--- config.mk ---
export PLATFORM = sky130hd
export DESIGN_NAME = quoted_delimiter_tokenizer_unit
export DESIGN_NICKNAME = d
export VERILOG_FILES = /design/src/rtl/qdt_pkg.sv /design/src/rtl/qdt_step.sv /design/src/rtl/qdt_result_buf.sv /design/src/rtl/quoted_delimiter_tokenizer_unit.sv
export SDC_FILE = /design/constraint.sdc
export NUM_CORES = 1
export LEC_CHECK = 0
export BUFFER_PORTS_ARGS = -buffer_cell sky130_fd_sc_hd__buf_4
export CORE_UTILIZATION = 40
export DETAILED_ROUTE_END_ITERATION = 16
export PLACE_DENSITY = 0.55
export SETUP_SLACK_MARGIN = 0.1
export SYNTH_ARGS = -nofsm -noshare
export SYNTH_HDL_FRONTEND = slang
export SYNTH_HIERARCHICAL = 1
export SYNTH_SLANG_ARGS = --single-unit
--- constraint.sdc ---
create_clock -name clock -period 6.1 [get_ports clock]
set_input_delay 0.305 -clock clock [delete_from_list [all_inputs] [get_ports clock]]
set_output_delay 0.305 -clock clock [all_outputs]
set_load 0.05 [all_outputs]
--- src/rtl/qdt_pkg.sv ---
// Shared types, constants and register codes of the quoted delimiter tokenizer.
`default_nettype none

package qdt_pkg;

   // Defaults for the top-level parameters.
   localparam int DELIMITER_SLOTS_DEFAULT = 4;

   // Fixed field widths.
   localparam int BYTE_W     = 8;
   localparam int CSR_ADDR_W = 3;
   localparam int CSR_DATA_W = 8;
   localparam int COUNT_W    = 3;
   localparam int TUSER_W    = 3;

   // Bit positions in the result channel's tuser.
   localparam int TUSER_BYTE_VALID  = 0;
   localparam int TUSER_TOKEN_END   = 1;
   localparam int TUSER_STRING_DONE = 2;

   // Special bytes.
   localparam logic [BYTE_W-1:0] CH_QUOTE     = 8'h22;
   localparam logic [BYTE_W-1:0] CH_BACKSLASH = 8'h5C;

   // Delimiter slots that have a register behind them.
   localparam int SLOT_REGS = 4;
   localparam logic [BYTE_W-1:0] SLOT_RESET [SLOT_REGS] = '{8'd32, 8'd44, 8'd9, 8'd59};

   localparam logic [COUNT_W-1:0] COUNT_RESET   = 3'd1;
   localparam logic               HONOUR_RESET  = 1'b1;
   localparam logic               ALLOW_RESET   = 1'b0;

   // Register indexes on the configuration port.
   typedef enum logic [CSR_ADDR_W-1:0] {
      CSR_DELIM_COUNT = 3'd0,
      CSR_DELIM_A     = 3'd1,
      CSR_DELIM_B     = 3'd2,
      CSR_DELIM_C     = 3'd3,
      CSR_DELIM_D     = 3'd4,
      CSR_HONOUR      = 3'd5,
      CSR_ALLOW_EMPTY = 3'd6
   } csr_index_type;

   // At most this many results come from one input item.
   localparam int MAX_RESULTS = 3;
   localparam int RUN_CNT_W   = 2;

   typedef struct packed {
      logic [BYTE_W-1:0] out_byte;
      logic              byte_valid;
      logic              token_end;
      logic              string_done;
      logic              run_last;
   } result_type;

   typedef struct packed {
      result_type [MAX_RESULTS-1:0] res;
      logic [RUN_CNT_W-1:0]         cnt;
   } run_type;

   typedef struct packed {
      logic in_quotes;
      logic pending_backslash;
      logic token_has_bytes;
   } tok_state_type;

   typedef struct packed {
      logic [COUNT_W-1:0] delimiter_count;
      logic               honour_quotes;
      logic               allow_empty;
   } cfg_flags_type;

endpackage : qdt_pkg

`default_nettype wire

--- src/rtl/qdt_step.sv ---
// Per-byte tokenizer step: results of one input byte and the next token state.
`default_nettype none

module qdt_step #(
   parameter int DELIMITER_SLOTS = qdt_pkg::DELIMITER_SLOTS_DEFAULT
) (
   input  wire logic [qdt_pkg::BYTE_W-1:0] ch_i,
   input  wire logic                       final_i,
   input  wire logic [qdt_pkg::BYTE_W-1:0] slot_i [DELIMITER_SLOTS],
   input  wire qdt_pkg::cfg_flags_type     cfg_i,
   input  wire qdt_pkg::tok_state_type     state_i,
   output qdt_pkg::tok_state_type          state_o,
   output qdt_pkg::run_type                run_o
);
   import qdt_pkg::*;

   logic hit;

   // Active slots run from zero upward; a count above the slots saturates.
   always_comb begin
      hit = 1'b0;
      for (int i = 0; i < DELIMITER_SLOTS; i++) begin
         if ((int'(cfg_i.delimiter_count) > i) && (slot_i[i] == ch_i)) begin
            hit = 1'b1;
         end
      end
   end

   always_comb begin
      tok_state_type         nxt;
      logic [RUN_CNT_W-1:0]  k;
      logic                  closing;
      logic                  done;
      run_type               run;

      nxt     = state_i;
      k       = '0;
      closing = final_i;
      done    = 1'b0;
      run     = '0;

      // A held backslash is either swallowed by an escaped quote or emitted.
      if (state_i.pending_backslash) begin
         nxt.pending_backslash = 1'b0;
         nxt.token_has_bytes   = 1'b1;
         run.res[k].byte_valid = 1'b1;
         if (ch_i == CH_QUOTE) begin
            run.res[k].out_byte = CH_QUOTE;
            done                = 1'b1;
         end else begin
            run.res[k].out_byte = CH_BACKSLASH;
         end
         k = k + 2'd1;
      end

      if (!done) begin
         if (!state_i.in_quotes && hit) begin
            if (nxt.token_has_bytes || cfg_i.allow_empty) begin
               run.res[k].token_end   = 1'b1;
               run.res[k].string_done = final_i;
               k       = k + 2'd1;
               closing = 1'b0;
            end else if (final_i) begin
               run.res[k].string_done = 1'b1;
               k       = k + 2'd1;
               closing = 1'b0;
            end
            nxt.token_has_bytes = 1'b0;
         end else if (cfg_i.honour_quotes && (ch_i == CH_QUOTE)) begin
            nxt.in_quotes = !state_i.in_quotes;
         end else if (state_i.in_quotes && (ch_i == CH_BACKSLASH) && !final_i) begin
            nxt.pending_backslash = 1'b1;
         end else begin
            run.res[k].out_byte   = ch_i;
            run.res[k].byte_valid = 1'b1;
            nxt.token_has_bytes   = 1'b1;
            k = k + 2'd1;
         end
      end

      if (closing) begin
         run.res[k].token_end   = nxt.token_has_bytes || cfg_i.allow_empty;
         run.res[k].string_done = 1'b1;
         k = k + 2'd1;
      end

      if (k != '0) begin
         run.res[k - 2'd1].run_last = 1'b1;
      end
      run.cnt = k;

      // Nothing carries over from one string to the next.
      if (final_i) begin
         nxt = '0;
      end

      state_o = nxt;
      run_o   = run;
   end

endmodule : qdt_step

`default_nettype wire

--- src/rtl/qdt_result_buf.sv ---
// Result register: holds one item's results, handing out one per cycle while ready.
`default_nettype none

module qdt_result_buf (
   input  wire logic                       clock,
   input  wire logic                       reset,
   input  wire logic                       load_i,
   input  wire qdt_pkg::run_type           run_i,
   output logic                            free_o,
   output logic                            rsp_tvalid,
   input  wire logic                       rsp_tready,
   output logic [qdt_pkg::BYTE_W-1:0]      rsp_tdata,
   output logic [qdt_pkg::TUSER_W-1:0]     rsp_tuser,
   output logic                            rsp_tlast
);
   import qdt_pkg::*;

   run_type                run_ff;
   run_type                run_in;
   logic                   valid_ff;
   logic                   valid_in;
   logic [RUN_CNT_W-1:0]   idx_ff;
   logic [RUN_CNT_W-1:0]   idx_in;
   result_type             cur;
   logic                   take;

   assign cur    = run_ff.res[idx_ff];
   assign take   = valid_ff && rsp_tready;
   assign free_o = !valid_ff || (rsp_tready && cur.run_last);

   always_comb begin
      run_in   = run_ff;
      valid_in = valid_ff;
      idx_in   = idx_ff;
      if (load_i) begin
         run_in   = run_i;
         valid_in = 1'b1;
         idx_in   = '0;
      end else if (take) begin
         if (cur.run_last) begin
            valid_in = 1'b0;
         end else begin
            idx_in = idx_ff + 2'd1;
         end
      end
   end

   always_ff @(posedge clock) begin
      run_ff <= run_in;
      if (reset) begin
         valid_ff <= 1'b0;
         idx_ff   <= '0;
      end else begin
         valid_ff <= valid_in;
         idx_ff   <= idx_in;
      end
   end

   assign rsp_tvalid                   = valid_ff;
   assign rsp_tdata                    = cur.out_byte;
   assign rsp_tuser[TUSER_BYTE_VALID]  = cur.byte_valid;
   assign rsp_tuser[TUSER_TOKEN_END]   = cur.token_end;
   assign rsp_tuser[TUSER_STRING_DONE] = cur.string_done;
   assign rsp_tlast                    = cur.run_last;

endmodule : qdt_result_buf

`default_nettype wire

--- src/rtl/quoted_delimiter_tokenizer_unit.sv ---
// Top level of the quoted delimiter tokenizer: input register, step logic, result register.
`default_nettype none

// Channel  Direction  Payload
// req_     in         tdata = ch[7:0]; tlast = final_byte
// rsp_     out        tdata = out_byte[7:0]; tuser = byte_valid, token_end, string_done
//                     (from bit 0 up); tlast = run_last
// csr_     in         csr_we, csr_addr = register index, csr_wdata = value
//
// Each input item is registered, then stepped into its result run of
// zero to three results, which the result register emits one per cycle while
// rsp_tready is high. A byte giving one result then sustains one item per cycle;
// a run of several results holds the input side until its last result is taken,
// set by the single result port. Items that give no result leave the input
// register once the result register can take a run, and emit nothing.
// Reset is synchronous and active high; it restores the default registers and
// clears the token state. rsp_tready low stalls the result register, and the input
// register still takes one further item while results wait.

module quoted_delimiter_tokenizer_unit #(
   parameter int DELIMITER_SLOTS = qdt_pkg::DELIMITER_SLOTS_DEFAULT
) (
   input  wire logic                          clock,
   input  wire logic                          reset,
   // Input bytes: tdata = ch.
   input  wire logic                          req_tvalid,
   output logic                               req_tready,
   input  wire logic [qdt_pkg::BYTE_W-1:0]    req_tdata,
   input  wire logic                          req_tlast,
   // Results: tdata = out_byte; tuser = byte_valid, token_end, string_done.
   output logic                               rsp_tvalid,
   input  wire logic                          rsp_tready,
   output logic [qdt_pkg::BYTE_W-1:0]         rsp_tdata,
   output logic [qdt_pkg::TUSER_W-1:0]        rsp_tuser,
   output logic                               rsp_tlast,
   // Configuration writes.
   input  wire logic                          csr_we,
   input  wire logic [qdt_pkg::CSR_ADDR_W-1:0] csr_addr,
   input  wire logic [qdt_pkg::CSR_DATA_W-1:0] csr_wdata
);
   import qdt_pkg::*;

   // Configuration registers.
   logic [COUNT_W-1:0] count_ff;
   logic               honour_ff;
   logic               allow_ff;
   logic [BYTE_W-1:0]  slot_ff [DELIMITER_SLOTS];
   cfg_flags_type      cfg;

   // Input register.
   logic               in_valid_ff;
   logic               in_valid_in;
   logic [BYTE_W-1:0]  in_ch_ff;
   logic               in_fin_ff;
   logic               req_take;
   logic               advance;

   // Token state carried from byte to byte.
   tok_state_type      state_ff;
   tok_state_type      state_in;

   run_type            run;
   logic               buf_free;

   always_ff @(posedge clock) begin
      if (reset) begin
         count_ff  <= COUNT_RESET;
         honour_ff <= HONOUR_RESET;
         allow_ff  <= ALLOW_RESET;
      end else if (csr_we) begin
         unique case (csr_index_type'(csr_addr))
            CSR_DELIM_COUNT: count_ff  <= csr_wdata[COUNT_W-1:0];
            CSR_HONOUR:      honour_ff <= csr_wdata[0];
            CSR_ALLOW_EMPTY: allow_ff  <= csr_wdata[0];
            default: ;
         endcase
      end
   end

   // Slots up to the fourth have a register; any beyond it read as zero.
   for (genvar i = 0; i < DELIMITER_SLOTS; i++) begin : g_slot
      if (i < SLOT_REGS) begin : g_reg
         localparam logic [CSR_ADDR_W-1:0] SLOT_ADDR =
            CSR_ADDR_W'(int'(CSR_DELIM_A) + i);
         always_ff @(posedge clock) begin
            if (reset) begin
               slot_ff[i] <= SLOT_RESET[i];
            end else if (csr_we && (csr_addr == SLOT_ADDR)) begin
               slot_ff[i] <= csr_wdata;
            end
         end
      end else begin : g_zero
         assign slot_ff[i] = '0;
      end
   end

   assign cfg.delimiter_count = count_ff;
   assign cfg.honour_quotes   = honour_ff;
   assign cfg.allow_empty     = allow_ff;

   // The input register moves on as soon as the result register can take its run.
   assign advance    = in_valid_ff && buf_free;
   assign req_tready = !in_valid_ff || buf_free;
   assign req_take   = req_tvalid && req_tready;

   always_comb begin
      in_valid_in = in_valid_ff;
      if (req_take) begin
         in_valid_in = 1'b1;
      end else if (advance) begin
         in_valid_in = 1'b0;
      end
   end

   always_ff @(posedge clock) begin
      if (req_take) begin
         in_ch_ff  <= req_tdata;
         in_fin_ff <= req_tlast;
      end
      if (reset) begin
         in_valid_ff <= 1'b0;
         state_ff    <= '0;
      end else begin
         in_valid_ff <= in_valid_in;
         if (advance) begin
            state_ff <= state_in;
         end
      end
   end

   qdt_step #(
      .DELIMITER_SLOTS (DELIMITER_SLOTS)
   ) u_step (
      .ch_i    (in_ch_ff),
      .final_i (in_fin_ff),
      .slot_i  (slot_ff),
      .cfg_i   (cfg),
      .state_i (state_ff),
      .state_o (state_in),
      .run_o   (run)
   );

   // A run with no results only updates the token state.
   qdt_result_buf u_result_buf (
      .clock      (clock),
      .reset      (reset),
      .load_i     (advance && (run.cnt != '0)),
      .run_i      (run),
      .free_o     (buf_free),
      .rsp_tvalid (rsp_tvalid),
      .rsp_tready (rsp_tready),
      .rsp_tdata  (rsp_tdata),
      .rsp_tuser  (rsp_tuser),
      .rsp_tlast  (rsp_tlast)
   );

endmodule : quoted_delimiter_tokenizer_unit

`default_nettype wire

; ---- Word-level counts from Yosys, hierarchy flattened
; Index checks and enable logic that the tools add are counted.
[totals]
regBits = 89
latch_bits = 0
mem_bits_rw = 0
mem_bits_ro = 0
input_bits = 25
output_inout_bits = 14
word_cells = 165
memories = 0
[op_classes]
n_addsub = 4
n_mul = 0
div = 0
order_cmp = 11
n_eq_ne = 14
n_shift = 0
mux = 64
n_bitwise = 1
reduce_logical = 41
[op_table]
columns = operator, count
row1 = bitwise mux 36 bit, 8
row2 = 2-to-1 mux 36 bit, 8
row3 = demux 12 bit (select 2 bit), 7
row4 = equality test 8 bit, 4
row5 = binary-select mux 12 bit (select 2 bit), 1
row6 = 2-to-1 mux 12 bit, 2
row7 = 2-to-1 mux 2 bit, 11
row8 = logical AND 1 bit, 20
row9 = 2-to-1 mux 1 bit, 20
row10 = 2-to-1 mux 3 bit, 4
row11 = AND reduction 2 bit, 5
row12 = nonzero test 2 bit, 5
row13 = equality test 3 bit (second input constant), 3
row14 = < comparator 2 x 3 -> 1 bit (second input constant), 3
row15 = 2-to-1 mux 9 bit, 1
row16 = equality test 8 x 6 -> 1 bit (second input constant), 1
row17 = equality test 8 x 7 -> 1 bit (second input constant), 1
row18 = 2-to-1 mux 7 bit, 1
row19 = equality test 3 x 2 -> 1 bit (second input constant), 2
row20 = greater-than comparator 3 x 1 -> 1 bit (second input constant), 2
row21 = greater-than comparator 3 x 2 -> 1 bit (second input constant), 2
row22 = adder 2 x 1 -> 2 bit (second input constant), 2
row23 = greater-or-equal comparator 2 x 1 -> 1 bit (second input constant), 2
row24 = logical NOT 1 bit, 4
row25 = 12 further kinds, 16

; ---- Logic depth before layout (Yosys ltp)
[logic_depth]
depth_word = 18
ltp_mapped = 16
mapped_depth_nobuf = 14

; ---- Hierarchy
; Netlist, hierarchy kept.
[modules_own_cells]
columns = mod, n_inst, cells_per_inst, area_each_um2, seq_area_each_um2
row1 = quoted_delimiter_tokenizer_unit, 1, 176, 1976.9, 1091.0
row2 = qdt_result_buf, 1, 95, 1497.7, 1141.1
row3 = qdt_step, 1, 163, 1096.1, 0.0

; ---- Worst setup path before layout
; No wires, ideal clock.
[synth_timing]
path_type = register to register
from = reg in_ch_ff[7]
to = reg u_result_buf.valid_ff (netlist: u_result_buf/rsp_tvalid)
setup_time_ps = 168
t_arrival_ps = 3804
t_required_ps = 5932
slack_ps = 2128
stages_incl_launch_ff = 17
n_path_buf = 2
period_less_slack_ps = 3972
cell_sequence = edfxtp_1 -> buf_2 -> xor2_1 -> or4_1 -> nor4_1 -> a31oi_1 -> a31oi_4 -> buf_6 -> nand2b_1 -> nor2_1 -> o21ai_0 -> ha_1 -> a32oi_1 -> inv_1 -> o211a_1 -> nor2_1 -> a311oi_1
[synth_rtl]
columns = element, line
row1 = "start, declared", quoted_delimiter_tokenizer_unit.sv:53  ; logic [BYTE_W-1:0] in_ch_ff;
row2 = "start signal, assigned", quoted_delimiter_tokenizer_unit.sv:117  ; in_ch_ff <= req_tdata;
row3 = "end signal, assigned", qdt_result_buf.sv:54  ; valid_ff <= valid_in;
row4 = "end, declared", qdt_result_buf.sv:20  ; logic valid_ff;

==> summary.md <==
| Metric | Value |
|---|---|
| Outcome | `finished, final reports clean` |
| Leakage | `2.038 nW` |
| Drt pass-1 iters | `4` |
| Worst r2r src | `in_ch_ff[3]` |
| Final wirelength | `9021 µm` |
| R2R depth | `15` |
| Busiest grt layer | `met2` |
| VDD IR max | `0.1029 mV` |
| WL/cell | `15.11 µm` |
| Clock Latency Late Sink | `350 ps` |
| Post-DP HPWL | `6524 µm` |
| FP Rows | `38` |
| Critical path peak fanout | `40` |
| Internal power component | `0.9777 mW` |
| Startpoint types | `flip-flop` |
| Setup-failing EPs final | `0` |
| Residual DRC | `0` |
| Die ar. | `11860 µm²` |
| Diode count | `0` |
| Comb power frac | `8.1%` |
| Max clock buf depth | `2` |
| Register area share after synthesis | `48.84%` |
| Top Ports | `39` |
| Hold Vio Cnt, Final | `0` |
| Max-cap violations | `0` |
| Clk root buf | `clkbuf_16` |
| Die height | `108.9 µm` |
| Setup Buffers After CTS | `0` |
| Most used cell, CP | `nor2_1` |
| Design Power | `1.302 mW` |
| Total gr overflow | `0` |
| Reg-to-reg slack, setup | `1980 ps` |
| Crit path kind | `flip-flop to flip-flop` |
| Clock transition at path regs | `60 ps` |
| Post-synth EDFFs | `45` |
| CTS tree | `yes` |
| Ys flop type | `edfxtp_1` |
| Sw power | `0.3240 mW` |
| Avg Cell Area, Syn | `10.53 µm²` |
| Slew margin rel. | `40.58%` |
| Hold path start | `req_tdata[4]` |
| Antenna violations before repair | `0` |
| CTS resizes | `0` |
| CTS Sinks | `89` |
| Slowest stage cell, crit path | `edfxtp_1` |
| Hold_buf cts | `0` |
| Buffers plus inverters on the worst setup path | `2` |
| GR Layer Usage met2 | `27.27%` |
| Arr. time, crit path | `4330 ps` |
| CP cell instances | `xor2_1, or4_1, nor4_1, a31oi_1, a31oi_4, nand2b_1, nor2_1, o21ai_0, ha_1, a32oi_1, inv_1, o211a_1, buf_4, nor2_1, a311oi_1` |
| CTS H-tree lvls | `3` |
| Crit path required time | `6310 ps` |
| IO buf count | `38` |
| Yosys cell types | `54` |
| Switching share of power | `24.89%` |
| Die Wd | `108.9 µm` |
| Core area | `10980 µm²` |
| Cell depth of the worst hold path | `1` |
| YS warnings | `6` |
| Ys async rst share | `0%` |
| Vias | `3051` |
| Commonest non-fill, non-tap cell in the layout | `mux2i_1` |
| Final #Nets | `484` |
| Maximum clock rate | `242.8 MHz` |
| Yosys reg bits | `89` |
| First-pass GRT wire length | `14660 µm` |
| Starting density of the core | `41.62%` |
| Met1 GRT Util | `20.77%` |
| Antenna-violating nets left | `0` |
| Mapped cell area | `4571 µm²` |
| GRT Total Usage | `16.46%` |
| Sequential power share | `51.4%` |
| Clock share of power | `40.5%` |
| Reg2Reg Capture Point | `u_result_buf/rsp_tvalid` |
| RD Place Congestion | `0.8874` |
| Met3 GRT Util | `3.288%` |
| TNS Setup | `0 ps` |
| Slew of the pin with the lowest slew margin | `890.0 ps` |
| Crit-path max cell delay | `550 ps` |
| Vias in the first global route | `2846` |
| PD cells | `252.1 nW/µm²` |
| Most frequent cells in the layout | `mux2i_1 (51), edfxtp_1 (45), dfxtp_1 (44)` |
| Hold EP | `in_ch_ff[4]` |
| Crit. End Element | `flip-flop` |
| Fill count | `1038` |
| Final min period | `4118 ps` |
| Final Skew | `9.045 ps` |
| Via/cell ratio | `5.111` |
| Syn Inst Count | `434` |
| Top Family by Delay on Critical Path | `compound AO/OA/AOI/OAI gates` |
| Final period util | `67.51%` |
| Area grow syn2layout | `12.98%` |
| Layout cell share with drive strength beyond 1 | `14.22%` |
| RSZ-0062 raised after global routing | `false` |
| Largest net degree at the start of global routing | `59` |
| Worst hold path class | `input port to flip-flop` |
| DR iter-0 viols | `99` |
| CTS Buf Count | `9` |
| Slew Viols, Final | `0` |
sequential cells by signal (all words and copies together) (netlist names):
name / count
u_result_buf/run_ff: 36
slot_ff: 32
allow_ff: 1
state_ff: 3
in_ch_ff: 8
honour_ff: 1
in_valid_ff: 1
u_result_buf/rsp_tvalid: 1
u_result_buf/idx_ff: 2
in_fin_ff: 1
count_ff: 3
cell type report:
cell class | instances | area, µm² | area share, %
Sequential cell | 89 | 2232 | 43.23
Timing Repair Buffer | 40 | 300.3 | 5.815
Clock inverter | 7 | 60.06 | 1.163
Multi-Input combinational cell | 301 | 2130 | 41.24
Clock buffer | 9 | 225.2 | 4.362
Inverter | 11 | 41.29 | 0.7996
Tap cell | 140 | 175.2 | 3.392
worst max-delay path by stage:
| stage | start | endpoint | slack (ps) | cells past startpoint |
|---|---|---|---|---|
| finish | in_ch_ff[3] | u_result_buf/rsp_tvalid | 1980 | 15 |
| CTS | in_ch_ff[3] | u_result_buf/rsp_tvalid | 1970 | 15 |
| global route | in_ch_ff[3] | u_result_buf/rsp_tvalid | 1620 | 15 |
| detailed placement | in_ch_ff[3] | u_result_buf/rsp_tvalid | 1970 | 15 |
| floorplan | in_ch_ff[7] | u_result_buf/rsp_tvalid | 2130 | 16 |
| global placement | in_ch_ff[3] | u_result_buf/rsp_tvalid | 2140 | 15 |
worst register-to-register path, delay by kind of cell (launching register included):
family / cells / cell delay, ps
adders and majority gates: 1 / 280
xor gates and xnor gates: 1 / 220
DFF: 1 / 550
AOI/OAI and AO/OA: 6 / 1340
and+or+nand+nor: 5 / 1240
buffers and inverters: 2 / 340
stage by stage:
stage	std cells	util (%)	setup WS (ps)	hold slack, ps	instance area [µm²]
2_1_floorplan	442	-	2128	369.6	4601
3_3_place_gp	581	44.42	2138	478.2	4878
3_5_place_dp	581	44.42	1973	475.4	4878
4_1_cts	597	47.02	1968	123.8	5164
5_1_grt	597	47.02	1622	126.8	5164
6_report	597	47.02	1982	134.6	5164
synth_stat cells, drive strengths merged, types with 2 or more instances:
cell | instances | area (µm²)
a211oi | 3 | 32.53
a21bo | 4 | 40.04
a21o | 4 | 30.03
a21oi | 9 | 45.04
a31oi | 2 | 27.53
and2 | 10 | 62.56
and3 | 6 | 37.54
and3b | 2 | 17.52
and4b | 2 | 20.02
buf | 23 | 145.1
clkbuf | 18 | 67.56
dfxtp | 44 | 880.8
edfxtp | 45 | 1351
ha | 7 | 87.58
inv | 11 | 41.29
mux2i | 51 | 510.5
nand2 | 18 | 67.56
nand2b | 34 | 212.7
nand3 | 8 | 40.04
nand4 | 2 | 12.51
nand4b | 4 | 35.03
nand4bb | 2 | 22.52
nor2 | 36 | 135.1
nor2b | 5 | 31.28
nor3 | 6 | 30.03
nor4 | 6 | 37.54
nor4bb | 2 | 20.02
o21ai | 21 | 105.1
or4 | 2 | 15.01
xnor2 | 5 | 43.79
xor2 | 27 | 236.5
power groups by stage:
stage | clock network, mW | logic [mW] | registers [mW]
final | 0.528 | 0.105 | 0.669
after global routing | 0.560 | 0.116 | 0.672
after CTS | 0.545 | 0.106 | 0.669
after detailed placement | 0 | 0.106 | 0.682
after global placement | 0 | 0.105 | 0.682
after floorplan | 0 | 0.0836 | 0.670
logic make-up (layout without fill, tap and decap cells):
kind of cell | count (synthesis) | after routing | share of synthesized area [%]
AND/OR/NAND/NOR | 148 | 148 | 18.01
XOR/XNOR | 32 | 32 | 6.132
flip-flops | 89 | 89 | 48.84
multiplexers | 52 | 52 | 11.42
adder cells (fa/ha/maj) | 7 | 7 | 1.916
AO/OA/AOI/OAI | 53 | 53 | 8.049
other | 1 | 9 | 0.08205
buffers and inverters | 52 | 67 | 5.557
per-layer routing:
| metal | up-vias | wire length (µm) |
|---|---|---|
| met3 | 10 | 260 |
| met2 | 50 | 4401 |
| li1 | 1532 | - |
| met1 | 1459 | 4245 |
| met5 | - | 0 |
| met4 | 0 | 114 |
No activity file was read; power rests on OpenSTA's default activity.
